$ cat src/rtl/core/rii_pkg.sv
// shared constants, silicon index table and helper functions for the index interpolator
package rii_pkg;

  localparam int ROM_POINTS        = 33;
  localparam int WL_W              = 16;
  localparam int OUT_W             = 27;
  // widest table segment (12400 - 8266) fits in this many bits
  localparam int SEG_W             = 13;
  localparam int TABLE_ENTRIES_DEF = 33;
  localparam int FRACTION_BITS_DEF = 24;

  localparam logic [63:0] DEC_SCALE = 64'd10000000;
  localparam logic [63:0] OUT_MAX   = (64'd1 << OUT_W) - 64'd1;

  // wavelength in 0.1 nm
  localparam logic [WL_W-1:0] ROM_WL [ROM_POINTS] = '{
    16'd1240, 16'd1305, 16'd1378, 16'd1459, 16'd1550, 16'd1653, 16'd1771,
    16'd1907, 16'd2066, 16'd2254, 16'd2480, 16'd2755, 16'd3100, 16'd3306,
    16'd3542, 16'd3815, 16'd4133, 16'd4275, 16'd4428, 16'd4592, 16'd4769,
    16'd4959, 16'd5166, 16'd5391, 16'd5636, 16'd5904, 16'd6199, 16'd6526,
    16'd6888, 16'd7293, 16'd7749, 16'd8266, 16'd12400
  };

  // real part in units of 1e-7
  localparam logic [31:0] ROM_RE [ROM_POINTS] = '{
    32'd3060000,  32'd3320000,  32'd3670000,  32'd4140000,  32'd4780000,
    32'd5630000,  32'd6820000,  32'd8470000,  32'd11100000, 32'd13400000,
    32'd15700000, 32'd24510000, 32'd50100000, 32'd51050000, 32'd56100000,
    32'd63890000, 32'd52220000, 32'd49610000, 32'd47530000, 32'd45830000,
    32'd44420000, 32'd43200000, 32'd42150000, 32'd41230000, 32'd40420000,
    32'd39690000, 32'd39060000, 32'd38470000, 32'd37960000, 32'd37520000,
    32'd37140000, 32'd36730000, 32'd35163000
  };

  // extinction coefficient in units of 1e-7
  localparam logic [31:0] ROM_IM [ROM_POINTS] = '{
    32'd13800000, 32'd15100000, 32'd16600000, 32'd18200000, 32'd20000000,
    32'd22100000, 32'd24500000, 32'd27300000, 32'd30500000, 32'd33020000,
    32'd35650000, 32'd50820000, 32'd36500000, 32'd31110000, 32'd30140000,
    32'd8800000,  32'd2690000,  32'd2030000,  32'd1630000,  32'd1300000,
    32'd900000,   32'd730000,   32'd600000,   32'd480000,   32'd320000,
    32'd300000,   32'd220000,   32'd160000,   32'd130000,   32'd100000,
    32'd80000,    32'd50000,    32'd15
  };

  // number of table points in use, held between two and the points that exist
  function automatic int used_points(int entries);
    int n;
    n = entries;
    if (n > ROM_POINTS) n = ROM_POINTS;
    if (n < 2) n = 2;
    return n;
  endfunction

  // decimal table value to fixed point, rounded to nearest
  function automatic logic [63:0] to_fixed(logic [31:0] v, int fb);
    int          s;
    logic [63:0] p;
    s = fb;
    if (s > 32) s = 32;
    if (s < 0) s = 0;
    p = {32'd0, v} << s;
    return (p + DEC_SCALE / 64'd2) / DEC_SCALE;
  endfunction

endpackage

$ cat src/rtl/core/rii_div.sv
// pipelined restoring divider, one quotient bit per stage, two numerators over one divisor
module rii_div
  import rii_pkg::*;
#(
  parameter int QW = FRACTION_BITS_DEF + 3,
  parameter int DW = SEG_W
) (
  input  logic             clk,
  input  logic             rst_n,
  input  logic             en,
  input  logic             in_valid,
  input  logic [QW+DW-1:0] num_re,
  input  logic [QW+DW-1:0] num_im,
  input  logic [DW-1:0]    den,
  output logic             out_valid,
  output logic [QW-1:0]    q_re,
  output logic [QW-1:0]    q_im
);

  localparam int NW = QW + DW;

  logic [QW-1:0] v_r;
  logic [DW-1:0] rem_re_r [QW];
  logic [DW-1:0] rem_im_r [QW];
  logic [QW-1:0] wk_re_r  [QW];
  logic [QW-1:0] wk_im_r  [QW];
  logic [DW-1:0] den_r    [QW];

  // shift in the next numerator bit, subtract when it fits; quotient bits fill from the bottom
  function automatic logic [DW+QW-1:0] div_step(logic [DW-1:0] rem, logic [QW-1:0] work,
                                                logic [DW-1:0] d);
    logic [DW:0] sh;
    logic        bit_q;
    sh    = {rem, work[QW-1]};
    bit_q = (sh >= {1'b0, d});
    if (bit_q) sh = sh - {1'b0, d};
    return {sh[DW-1:0], work[QW-2:0], bit_q};
  endfunction

  // stage valid bits
  always_ff @(posedge clk) begin
    if (!rst_n) begin
      v_r <= '0;
    end else if (en) begin
      v_r <= {v_r[QW-2:0], in_valid};
    end
  end

  // stage payload; upper numerator bits start as the partial remainder
  always_ff @(posedge clk) begin
    if (en) begin
      {rem_re_r[0], wk_re_r[0]} <= div_step(num_re[NW-1:QW], num_re[QW-1:0], den);
      {rem_im_r[0], wk_im_r[0]} <= div_step(num_im[NW-1:QW], num_im[QW-1:0], den);
      den_r[0] <= den;
      for (int k = 1; k < QW; k++) begin
        {rem_re_r[k], wk_re_r[k]} <= div_step(rem_re_r[k-1], wk_re_r[k-1], den_r[k-1]);
        {rem_im_r[k], wk_im_r[k]} <= div_step(rem_im_r[k-1], wk_im_r[k-1], den_r[k-1]);
        den_r[k] <= den_r[k-1];
      end
    end
  end

  assign out_valid = v_r[QW-1];
  assign q_re      = wk_re_r[QW-1];
  assign q_im      = wk_im_r[QW-1];

  // a zero divisor never enters
  a_den_nonzero: assert property (@(posedge clk) disable iff (!rst_n)
    (en && in_valid) |-> (den != '0))
    else $error("divider fed a zero divisor");

  // final remainders stay below the divisor
  a_rem_bound: assert property (@(posedge clk) disable iff (!rst_n)
    v_r[QW-1] |-> ((rem_re_r[QW-1] < den_r[QW-1]) && (rem_im_r[QW-1] < den_r[QW-1])))
    else $error("divider remainder out of range");

endmodule

$ cat config.mk
export PLATFORM = sky130hd
export DESIGN_NAME = rii_div
export DESIGN_NICKNAME = d
export VERILOG_FILES = /design/src/rtl/core/rii_pkg.sv /design/src/rtl/core/rii_div.sv
export SDC_FILE = /design/constraint.sdc
export NUM_CORES = 2
export LEC_CHECK = 0
export CAP_MARGIN = 40
export CORE_UTILIZATION = 45
export DETAILED_ROUTE_END_ITERATION = 16
export DONT_BUFFER_PORTS = 1
export GPL_TIMING_DRIVEN = 0
export MAX_ROUTING_LAYER = met4
export RECOVER_POWER = 50
export SYNTH_ARGS = -nofsm -noshare
export SYNTH_HDL_FRONTEND = slang
export SYNTH_SLANG_ARGS = --single-unit
$ cat constraint.sdc
create_clock -name clk -period 3.8 [get_ports clk]
set_input_delay 0.19 -clock clk [delete_from_list [all_inputs] [get_ports clk]]
set_output_delay 0.19 -clock clk [all_outputs]
set_load 0.03 [all_outputs]
==> summary.md <==
| Metric | Value |
|---|---|
| Area leader, netlist | edfxtp_1 |
| Antenna-violating nets left | 0 |
| Routed len/inst | 19.6 um |
| TritonCTS clock tree | built |
| Row cnt | 185 |
| Final Skew | 0.0543 ns |
| Syn nets | 8749 |
| Largest net degree at the start of global routing | 210 |
| Post-Route WL | 236000 um |
| Worst setup path start | wk_im_r[404] |
| Clock Sinks | 2499 |
| Chip height | 507 um |
| CTS root buf | clkbuf_16 |
| Share of layout cells above drive strength 1 | 13.4% |
| Top_reg_cell synth | edfxtp_1 |
| # DRC | 0 |
| Clock buffer depth | 4 |
| Fmax | 0.276 GHz |
| Reg-to-reg slack, setup | 0.17 ns |
| Number of synthesized flops with an enable pin | 2472 |
| Ys async rst share | 0% |
| Failing checks | capacitance limit, slew limit |
| Drt pass-1 iters | 6 |
| Vias in the first global route | 62126 |
| Die area | 257000 sq um |
| Crit Path Class | flop to flop |
| CP max FO | 10 |
| Area contributors post-synth | edfxtp_1, ha_1, mux2_2, a21oi_1, xnor2_1 |
| # setup viols final | 0 |
| CP endpoint kind | flop |
| Count leader, synth | edfxtp_1 |
| Initial Util | 45.2% |
| Hold Violations, Final | 0 |
| Io pins | 152 |
| Worst ir drop on vdd | 0.540 mV |
| Synth Register Bits | 2499 |
| Status | finished, violations left |
| Final core utilization | 51.5% |
| Post-placement cell count | 11288 |
| Worst-path clk slew | 0.05 ns |
| Critical Path RT | 4.42 ns |
| R2R Path Start | wk_im_r[404] |
| Top-area cell type share of the netlist area | 64.7% |
| Slew Limit Fails | 647 |
| Nets | 9295 |
| GRT overflow | 0 |
| GRT Resource Usage Total | 18.6% |
| YS warnings | 0 |
| DR iter-0 viols | 4516 |
| DR vias/cell | 5.27 |
| Worst-Skew Late Latency | 0.92 ns |
| Multi-input logic area | 37100 sq um |
| MaxCap Viol Count | 5 |
| Post-layout min period | 3.63 ns |
| Power per cell area | 810 nW/um^2 |
| Worst Slack Setup Final | 0.175 ns |
| Overall die width | 507 um |
| Fin cells | 12024 |
| Hold WC Path Type | primary input to flop |
| IO Port Bufs | 0 |
| Sequential area share after synthesis | 65.2% |
| Slew margin rel. | -85.7% |
| FILL cells | 21338 |
| CTS Buf Count | 292 |
| Antenna violations before repair | 4 |
| CORE AREA | 254000 sq um |
| Synth Cell Area | 115000 sq um |
| Worst slack, placed | -1.80 ns |
| Post-DP HPWL | 168000 um |
| Yosys cell types | 73 |
| Final cycle utilization of the critical path | 95.4% |
| Synthesized area per cell | 14.5 sq um |
| Register area | 74800 sq um |
| P_leak | 49.2 nW |
| Min-Delay Startpoint | num_re[39] |
| Worst Tran Pin Value | 2.79 ns |
| GP Congestion | 0.874 |
| Most frequent cells after synthesis | edfxtp_1, ha_1, inv_1 |
| Critical Path AT | 4.25 ns |
| Global-route wire length before repair | 361000 um |
| Layout area overhead | 13.9% |
| Fin Hold WS | 0.117 ns |
| CTS H-tree depth | 5 |
| Mapped Cells | 7898 |
| CP Launch Type | flop |
| Vias | 63384 |
-- layout make-up --
type | count | area share, %
flip-flops and latches | 2499 | 57.2
multi-input cells | 4708 | 28.4
clock buffers | 368 | 6.02
well taps | 3366 | 3.22
repair buffers | 252 | 1.97
inverters | 546 | 1.57
clock inverters | 135 | 0.941
plain buffers | 145 | 0.666
diodes | 5 | 0.00957
-- sequential cells by signal, summed over array words and instances, names as in the netlist --
name	cells
rem_im_r	338
q_im	27
rem_re_r	338
wk_re_r	702
den_r	338
v_r	27
q_re	27
wk_im_r	702
-- logic make-up (layout without fill, tap and decap cells) --
kind of cell	Yosys count	count (layout)	share of synthesized area (%)
flops	2499	2499	65.2
compound gates	1570	1570	8.57
simple gates	1343	1343	6.08
fa+ha+maj	754	754	8.56
buf+inv	691	1446	2.54
mux	566	566	5.45
xor+xnor	475	475	3.63
other cells	0	5	0
-- through the flow --
| stage | setup TNS, ns | cell area (sq um) | power, W |
|---|---|---|---|
| floorplan | 0 | 115000 | 0.0682 |
| global placement | -8.06 | 119000 | 0.0780 |
| detailed placement | -249.32 | 119000 | 0.0788 |
| CTS | 0 | 130000 | 0.107 |
| global route | -0.118 | 131000 | 0.112 |
| finish | 0 | 131000 | 0.106 |
-- worst paths after layout --
check,endpoint,depth (start not counted)
max,rem_im_r[175],12
min,rem_re_r[350],3
max reg2reg,rem_im_r[175],12
min reg2reg,wk_im_r[226],0
-- per-layer routing --
metal	wire length, um	up-vias	GRT usage, %
met5	0	-	-
met4	5050	0	4.71
met3	9580	341	2.93
met2	109000	1160	28.7
met1	113000	30960	25.8
li1	-	30923	-
-- report_power, final --
group / switching, W / total, W / internal (W) / leakage, nW
logic: 0.0204 / 0.0380 / 0.0177 / 20.4
registers: 0.00315 / 0.0413 / 0.0381 / 24.3
clock network: 0.0107 / 0.0266 / 0.0160 / 4.43
-- timing repair --
action / in CTS / in global routing
hold endpoints to repair: 131 / 107
endpoints found under the setup margin: 113 / 225
gates cloned: 2 / 1
setup buffers: 14 / 27
resized for setup: 3 / 18
pin swaps: 3 / 2
hold buffers: 180 / 4
-- layout by cell type (no fill, tap or decap), types with 104 or more instances in the layout --
master            n
inv_1           545
nand4_1         104
nor2b_1         130
xor2_1          198
clkbuf_1        113
nor2_1          384
edfxtp_1       2472
nand2_1         305
mux2_2          465
clkbuf_16       302
a21oi_1         528
dlygate4sd3_1   180
a21o_1          165
o21ai_0         358
xnor2_1         277
buf_4           131
ha_1            702
-- worst max-delay path, cell delays in order, from the launching register on --
cell and delay [ns]:
edfxtp_1 0.41, inv_1 0.12, ha_1 0.18, inv_1 0.05, fa_1 0.42, a211oi_1 0.27
o21bai_1 0.14, a21oi_2 0.24, o211a_1 0.24, a21oi_1 0.13, a2111oi_4 0.52, buf_6 0.26
mux2_2 0.35
Note: power is estimated with default switching activity, not from simulation.
